==> src/rtl/csbp_pkg.sv <==
// shared widths, codes and defaults for the code/symbol bit packer
`default_nettype none

package csbp_pkg;

  // fixed field widths
  localparam int CODE_W = 16;
  localparam int LEN_W  = 5;
  localparam int SYM_W  = 8;
  localparam int BYTE_W = 8;
  localparam int PEND_W = 7;
  localparam int PCNT_W = 3;

  // default longest code that is packed
  localparam int MAX_CODE_BITS_DEF = 16;

  // item kinds carried on tuser
  typedef enum logic {
    OP_PACK  = 1'b0,
    OP_FLUSH = 1'b1
  } op_t;

endpackage

`default_nettype wire

==> src/rtl/csbp_calc.sv <==
// merges pending bits with one code/symbol pair and splits off the whole bytes, or flushes the pending bits
`default_nettype none

module csbp_calc
  import csbp_pkg::*;
#(
  parameter int MAX_CODE_BITS = MAX_CODE_BITS_DEF,
  parameter int ACC_W         = PEND_W + MAX_CODE_BITS + SYM_W,
  parameter int MAX_BYTES     = ACC_W / BYTE_W,
  parameter int BCNT_W        = $clog2(MAX_BYTES + 1)
) (
  input  var op_t                        op,
  input  wire logic [CODE_W-1:0]         code,
  input  wire logic [LEN_W-1:0]          code_len,
  input  wire logic [SYM_W-1:0]          sym,
  input  wire logic [PEND_W-1:0]         pend_bits,
  input  wire logic [PCNT_W-1:0]         pend_cnt,
  output logic [MAX_BYTES*BYTE_W-1:0]    bytes,
  output logic [BCNT_W-1:0]              nbytes,
  output logic [PEND_W-1:0]              pend_bits_next,
  output logic [PCNT_W-1:0]              pend_cnt_next
);

  localparam int NB_W = $clog2(ACC_W + 1);

  logic [LEN_W-1:0]  len_sat;
  logic [CODE_W-1:0] code_masked;
  logic [NB_W-1:0]   sym_pos;
  logic [NB_W-1:0]   nbits;
  logic [BCNT_W-1:0] nbytes_pair;
  logic [ACC_W-1:0]  acc;
  logic [ACC_W-1:0]  rest;

  // clamp the code length and drop code bits above it
  always_comb begin
    if (code_len > LEN_W'(MAX_CODE_BITS)) begin
      len_sat = LEN_W'(MAX_CODE_BITS);
    end else begin
      len_sat = code_len;
    end
    for (int i = 0; i < CODE_W; i++) begin
      code_masked[i] = code[i] && (LEN_W'(i) < len_sat);
    end
  end

  // bit string: pending, then code, then symbol
  assign sym_pos     = NB_W'(pend_cnt) + NB_W'(len_sat);
  assign nbits       = sym_pos + NB_W'(SYM_W);
  assign nbytes_pair = BCNT_W'(nbits >> 3);
  assign acc         = ACC_W'(pend_bits)
                     | (ACC_W'(code_masked) << pend_cnt)
                     | (ACC_W'(sym) << sym_pos);
  assign rest        = acc >> (NB_W'(nbytes_pair) << 3);

  // select pair or flush result
  always_comb begin
    unique case (op)
      OP_FLUSH: begin
        bytes          = (MAX_BYTES*BYTE_W)'(pend_bits);
        nbytes         = BCNT_W'(1);
        pend_bits_next = '0;
        pend_cnt_next  = '0;
      end
      default: begin
        bytes          = acc[MAX_BYTES*BYTE_W-1:0];
        nbytes         = nbytes_pair;
        pend_bits_next = rest[PEND_W-1:0];
        pend_cnt_next  = nbits[PCNT_W-1:0];
      end
    endcase
  end

endmodule

`default_nettype wire

==> src/rtl/code_symbol_bit_packer_unit.sv <==
// top level of the lsb-first code/symbol bit packer
// Packs code/symbol pairs into a byte stream, least significant bit first.
// Input channel s_*: one beat per item. tuser[0] is the kind (0 = pair,
// 1 = flush). tdata carries code, code_len and sym. A pair appends the low
// code_len bits of code (length clamped to MAX_CODE_BITS) and then the
// 8 symbol bits to the pending bits; every completed byte goes out.
// A flush always sends one byte with the pending bits, zero padded, and
// clears them.
// Output channel m_*: one byte per beat, tlast on the final byte of an item.
// Path: an accepted item goes through the input register, then the byte
// register, before its first byte is valid on the output channel.
// Throughput: one byte per cycle while m_tready is high; a pair gives
// 1 to 3 bytes and a flush one byte. The byte register that feeds the
// output channel sets this.
// Reset (rst, synchronous) empties both registers and clears pending bits.
// When the receiver stalls, the byte register holds its beat, the input
// register fills behind it, and then s_tready drops; nothing is lost.
`default_nettype none

module code_symbol_bit_packer_unit
  import csbp_pkg::*;
#(
  parameter int MAX_CODE_BITS = MAX_CODE_BITS_DEF
) (
  input  wire logic        clk,
  input  wire logic        rst,
  input  wire logic        s_tvalid,
  output logic             s_tready,
  input  wire logic [31:0] s_tdata,   // code [15:0], code_len [20:16], sym [28:21], zero
  input  wire logic [0:0]  s_tuser,   // op [0]
  output logic             m_tvalid,
  input  wire logic        m_tready,
  output logic [7:0]       m_tdata,   // out_byte [7:0]
  output logic             m_tlast
);

  localparam int ACC_W     = PEND_W + MAX_CODE_BITS + SYM_W;
  localparam int MAX_BYTES = ACC_W / BYTE_W;
  localparam int BCNT_W    = $clog2(MAX_BYTES + 1);
  localparam int BUF_W     = MAX_BYTES * BYTE_W;

  // input register
  logic              in_valid;
  op_t               in_op;
  logic [CODE_W-1:0] in_code;
  logic [LEN_W-1:0]  in_len;
  logic [SYM_W-1:0]  in_sym;

  // pending bits and byte register
  logic [PEND_W-1:0] pend_bits;
  logic [PCNT_W-1:0] pend_cnt;
  logic [BUF_W-1:0]  pk_bytes;
  logic [BCNT_W-1:0] pk_cnt;

  logic [BUF_W-1:0]  calc_bytes;
  logic [BCNT_W-1:0] calc_nbytes;
  logic [PEND_W-1:0] pend_bits_next;
  logic [PCNT_W-1:0] pend_cnt_next;

  logic s_beat;
  logic m_beat;
  logic load;

  // handshakes
  assign m_tvalid = (pk_cnt != '0);
  assign m_tdata  = pk_bytes[BYTE_W-1:0];
  assign m_tlast  = (pk_cnt == BCNT_W'(1));
  assign m_beat   = m_tvalid && m_tready;
  assign load     = in_valid && ((pk_cnt == '0) || (m_tlast && m_tready));
  assign s_tready = !in_valid || load;
  assign s_beat   = s_tvalid && s_tready;

  csbp_calc #(
    .MAX_CODE_BITS (MAX_CODE_BITS),
    .ACC_W         (ACC_W),
    .MAX_BYTES     (MAX_BYTES),
    .BCNT_W        (BCNT_W)
  ) u_calc (
    .op             (in_op),
    .code           (in_code),
    .code_len       (in_len),
    .sym            (in_sym),
    .pend_bits      (pend_bits),
    .pend_cnt       (pend_cnt),
    .bytes          (calc_bytes),
    .nbytes         (calc_nbytes),
    .pend_bits_next (pend_bits_next),
    .pend_cnt_next  (pend_cnt_next)
  );

  // input register control
  always_ff @(posedge clk) begin
    if (rst) begin
      in_valid <= 1'b0;
    end else if (s_beat) begin
      in_valid <= 1'b1;
    end else if (load) begin
      in_valid <= 1'b0;
    end
  end

  // input register payload
  always_ff @(posedge clk) begin
    if (s_beat) begin
      in_op   <= op_t'(s_tuser[0]);
      in_code <= s_tdata[15:0];
      in_len  <= s_tdata[20:16];
      in_sym  <= s_tdata[28:21];
    end
  end

  // pending bits and byte count
  always_ff @(posedge clk) begin
    if (rst) begin
      pend_bits <= '0;
      pend_cnt  <= '0;
      pk_cnt    <= '0;
    end else if (load) begin
      pend_bits <= pend_bits_next;
      pend_cnt  <= pend_cnt_next;
      pk_cnt    <= calc_nbytes;
    end else if (m_beat) begin
      pk_cnt    <= pk_cnt - BCNT_W'(1);
    end
  end

  // byte register payload
  always_ff @(posedge clk) begin
    if (load) begin
      pk_bytes <= calc_bytes;
    end else if (m_beat) begin
      pk_bytes <= pk_bytes >> BYTE_W;
    end
  end

endmodule

`default_nettype wire
==> config.mk <==
export PLATFORM = sky130hd
export DESIGN_NAME = code_symbol_bit_packer_unit
export DESIGN_NICKNAME = d
export VERILOG_FILES = /design/src/rtl/csbp_pkg.sv /design/src/rtl/csbp_calc.sv /design/src/rtl/code_symbol_bit_packer_unit.sv
export SDC_FILE = /design/constraint.sdc
export NUM_CORES = 1
export LEC_CHECK = 0
export ABC_AREA = 0
export BUFFER_PORTS_ARGS = -buffer_cell sky130_fd_sc_hd__clkbuf_2
export CAP_MARGIN = 0
export CORE_MARGIN = 3
export CORE_UTILIZATION = 40
export CTS_CLUSTER_DIAMETER = 80
export DETAILED_ROUTE_END_ITERATION = 10
export PLACE_DENSITY = 0.63
export RECOVER_POWER = 100
export REMOVE_ABC_BUFFERS = 1
export SYNTH_ARGS = -nofsm -noshare
export SYNTH_HDL_FRONTEND = slang
export SYNTH_SLANG_ARGS = --single-unit
==> constraint.sdc <==
create_clock -name clk -period 3.2 [get_ports clk]
set_input_delay 0.16 -clock clk [delete_from_list [all_inputs] [get_ports clk]]
set_output_delay 0.16 -clock clk [all_outputs]
set_load 0.05 [all_outputs]
==> key figures <==
Final layout
  • Area grow syn2layout: 21.21%
  • Diodes inserted: 0
  • # nets final: 602
  • Final Non-Filler Cells: approximately 710
  • Most common cell after layout, fill and taps aside: edfxtp_1
  • Share of cells above drive strength 1: ~17%
  • Commonest non-fill, non-tap cells in the layout: edfxtp_1, nand2_1, nor2_1, o21ai_0, a21oi_1

Run status
  • Run status: complete, but fails checks
  • Failing checks: max-capacitance violations, max-slew violations

Drt
  • Total number of vias: a little over 4000
  • Wire per inst: 18.26 um
  • 1st-iter DRT viols: roughly 430
  • Antenna-violating nets left: 0
  • DRC: 0
  • Final Routed Wirelength: ~13000 um
  • Vias per cell: 5.877
  • Total iterations of the first detailed-routing run: 5

Timing
  • Max Fclk: 0.3284 GHz
  • Final Setup Violations: 0
  • Max Transition Viols Final: 31
  • Slew headroom: -6.847%
  • Crit share post-route: 95.16%
  • Clock period minus worst slack: a little over 3000 ps
  • Layout Skew: between 8 and 9 ps
  • Least-Margin Pin Slew: approximately 1600 ps
  • Fin. Hold Viols: 0
  • Hold WS: approximately 38 ps

Yosys
  • Mapped Area: 4589 sq um
  • Synth area leaders: edfxtp_1, dfxtp_1, a21oi_1, mux2i_1, nand2_1
  • Syn Inst Count: between 400 and 500
  • Async set-or-reset flop fraction in the synthesized netlist: 0%
  • Yosys reg bits: 67
  • Synth top area share: between 30% and 40%
  • Unique masters post-synth: 70
  • Main flop type after synthesis: edfxtp_1
  • Yosys warns: 0
  • Yosys top cell by area: edfxtp_1
  • Seq/Total Area, Yosys: approximately two fifths
  • Post-synth EDFFs: 54
  • Avg Synthesized Cell Area: between 9 and 10 sq um

CTS
  • CTS tree: done
  • # clock sinks: 67
  • H-tree levels: 3
  • TritonCTS Buffers: 9
  • Clk_lat worst skew: roughly 350 ps
  • Clock Tree Root: clkbuf_16
  • Clock Path Buffers: 2
  • Clock transition at path regs: roughly 60 ps

Die
  • FP Rows: 38
  • Chip width: about 110 um
  • Die H: between 100 and 150 um
  • Initial Utilization: about two fifths
  • I/O Pins: 48
  • Core area: ~11000 sq um
  • Die Area: around 13000 sq um

Placement
  • Placed cells: about 650
  • Final GP Congestion: approximately 0.94
  • I/O Buffers: 44
  • HPWL Detailed: ~9000 um

Critical path
  • Top Family by Delay on Critical Path: compound AO/OA/AOI/OAI gates
  • Critical Path AT: a little over 3000 ps
  • Slowest stage delay, CP: roughly 490 ps
  • Critical Path RT: between 3000 and 4000 ps
  • Critical Path Source Type: register
  • Worst reg2reg endpoint: pk_bytes[16]$_SDFFCE_PP0P_
  • CP Class: register to register
  • R2R depth: 9
  • Critical path peak fanout: 8
  • Buf+Inv Stages, Crit Path: 1
  • CP cell instances: nor2b_1 > xor2_1 > ha_1 > buf_4 > mux2_2 > o21ai_0 > mux2i_1 > a32oi_1 > a21oi_1
  • Critical-path top delay cell: ha_1
  • RR Startpoint: in_len[4]$_DFFE_PP_
  • Setup crit start: in_len[4]$_DFFE_PP_
  • Crit path capture type: register
  • R2R Setup Slk: 150 ps

Global route
  • Number of global-route vias before repair: ~4000
  • Grt ovf: 0
  • Largest net degree at the start of global routing: 46
  • Initial antenna violation count: 0
  • First-pass GRT wire length: between 20000 and 25000 um
  • GRT Total Usage: 20.90%

Worst hold path
  • Min-Delay Startpoint: s_tvalid
  • Hold path depth: 3
  • WHS Endpoint: in_valid$_SDFFE_PP0P_
  • Hold Path Class: input port to register

Power and ir drop
  • Pwr Total: between 3 and 4 mW
  • PD cells: about 600 nW/um^2
  • Peak VDD IR: between 400 and 500 uV
  • P_leak: 1.987 nW

Job
  • Max-cap violations: 1
-- cell usage after synthesis (all sizes together), types with 3 or more instances --
cell type / number
o21ai: 46
a22oi: 6
o311ai: 3
a221oi: 4
nand3b: 3
edfxtp: 54
a211oi: 7
o22ai: 6
o31a: 3
or3: 5
nand2: 50
clkbuf: 11
nor3: 9
o21a: 6
mux2: 11
nand3: 5
inv: 8
nand2b: 11
o221ai: 5
and2: 11
nor2b: 11
nor3b: 4
a21oi: 39
and3: 3
dfxtp: 13
ha: 4
a32oi: 5
o22a: 3
nor4: 3
a22o: 3
nor2: 40
mux2i: 19
buf: 35
o211ai: 8
o2111ai: 4
a31oi: 10
-- how the worst max path moves through the flow --
stage                                 end  slack, ps  cells past startpoint
6_report       pk_bytes[16]$_SDFFCE_PP0P_        150                      9
5_1_grt        pk_bytes[16]$_SDFFCE_PP0P_        -40                      9
4_1_cts            pk_bytes[10]$_DFFE_PP_        110                     10
3_5_place_dp       pk_bytes[10]$_DFFE_PP_        120                     10
3_3_place_gp   pk_bytes[18]$_SDFFCE_PP0P_        230                     10
2_1_floorplan  pk_bytes[18]$_SDFFCE_PP0P_       -220                      9
-- worst min-delay path: stages --
cell and delay [ps]:
clkbuf_2 80, a21oi_1 30, nor2_1 70
-- state kept, by name, summed over array words and instances, names as in the netlist --
name and cells:
in_sym 8, pk_cnt 2, in_code 16, pk_bytes 24, in_len 5, in_valid 1, in_op 1, pend_cnt 3
pend_bits 7
-- cells by family (layout without fill, tap and decap cells) --
group | count (synthesis) | count (layout) | synth area share (%)
xor gates and xnor gates | 3 | 3 | 1.391
muxes | 31 | 31 | 7.415
DFF | 67 | 67 | 41.00
adders and majority gates | 4 | 4 | 1.091
AOI/OAI and AO/OA | 175 | 175 | 25.33
and+or+nand+nor | 162 | 162 | 17.42
buffers and inverters | 54 | 124 | 6.352
-- per-layer routing --
| layer | up-vias | global-route usage, % | wire length, um |
|---|---|---|---|
| met3 | 24 | 3.957 | 748 |
| met5 | - | 0 | 0 |
| met2 | 154 | 32.82 | 5910 |
| li1 | 2007 | - | - |
| met1 | 1964 | 27.97 | 5806 |
| met4 | 0 | 9.615 | 424 |
-- area by class of cell --
class | instances | area, sq um
Timing Repair Buffer | 100 | 686.9
Tap cell | 140 | 175.2
Fill cell | 1035 | 5468
Clock buffer | 9 | 225.2
Sequential cell | 67 | 1883
Multi-Input combinational cell | 375 | 2422
Clock inverter | 7 | 140.1
Inverter | 8 | 30.03
-- power by group --
group / internal (mW) / leakage (nW) / total [mW] / switching [mW]
sequential: 1.11 / 0.633 / 1.17 / 0.0650
clock: 0.838 / 0.172 / 1.23 / 0.389
combinational: 0.317 / 1.18 / 0.940 / 0.623
total: 2.26 / 1.99 / 3.34 / 1.08
-- metrics by stage --
| step | cell area (sq um) | setup TNS, ps | utilization (%) | setup WS [ps] |
|---|---|---|---|---|
| after CTS | 5540 | 0 | 50.23 | 105.5 |
| after detailed placement | 4875 | 0 | 44.19 | 122.8 |
| final | 5563 | 0 | 50.43 | 154.9 |
| after floorplan | 4328 | -955.8 | - | -216.6 |
| after global placement | 4875 | 0 | 44.19 | 232.3 |
| after global routing | 5563 | -61.00 | 50.43 | -41.34 |
-- timing repair --
item / 4_1_cts / 5_1_grt
setup buffers: 0 / 6
hold buffers: 30 / 0
hold endpoints to repair: 30 / 0
resized for setup: 0 / 2
endpoints found under the setup margin: 0 / 3
No activity file was read; power rests on OpenSTA's default activity.
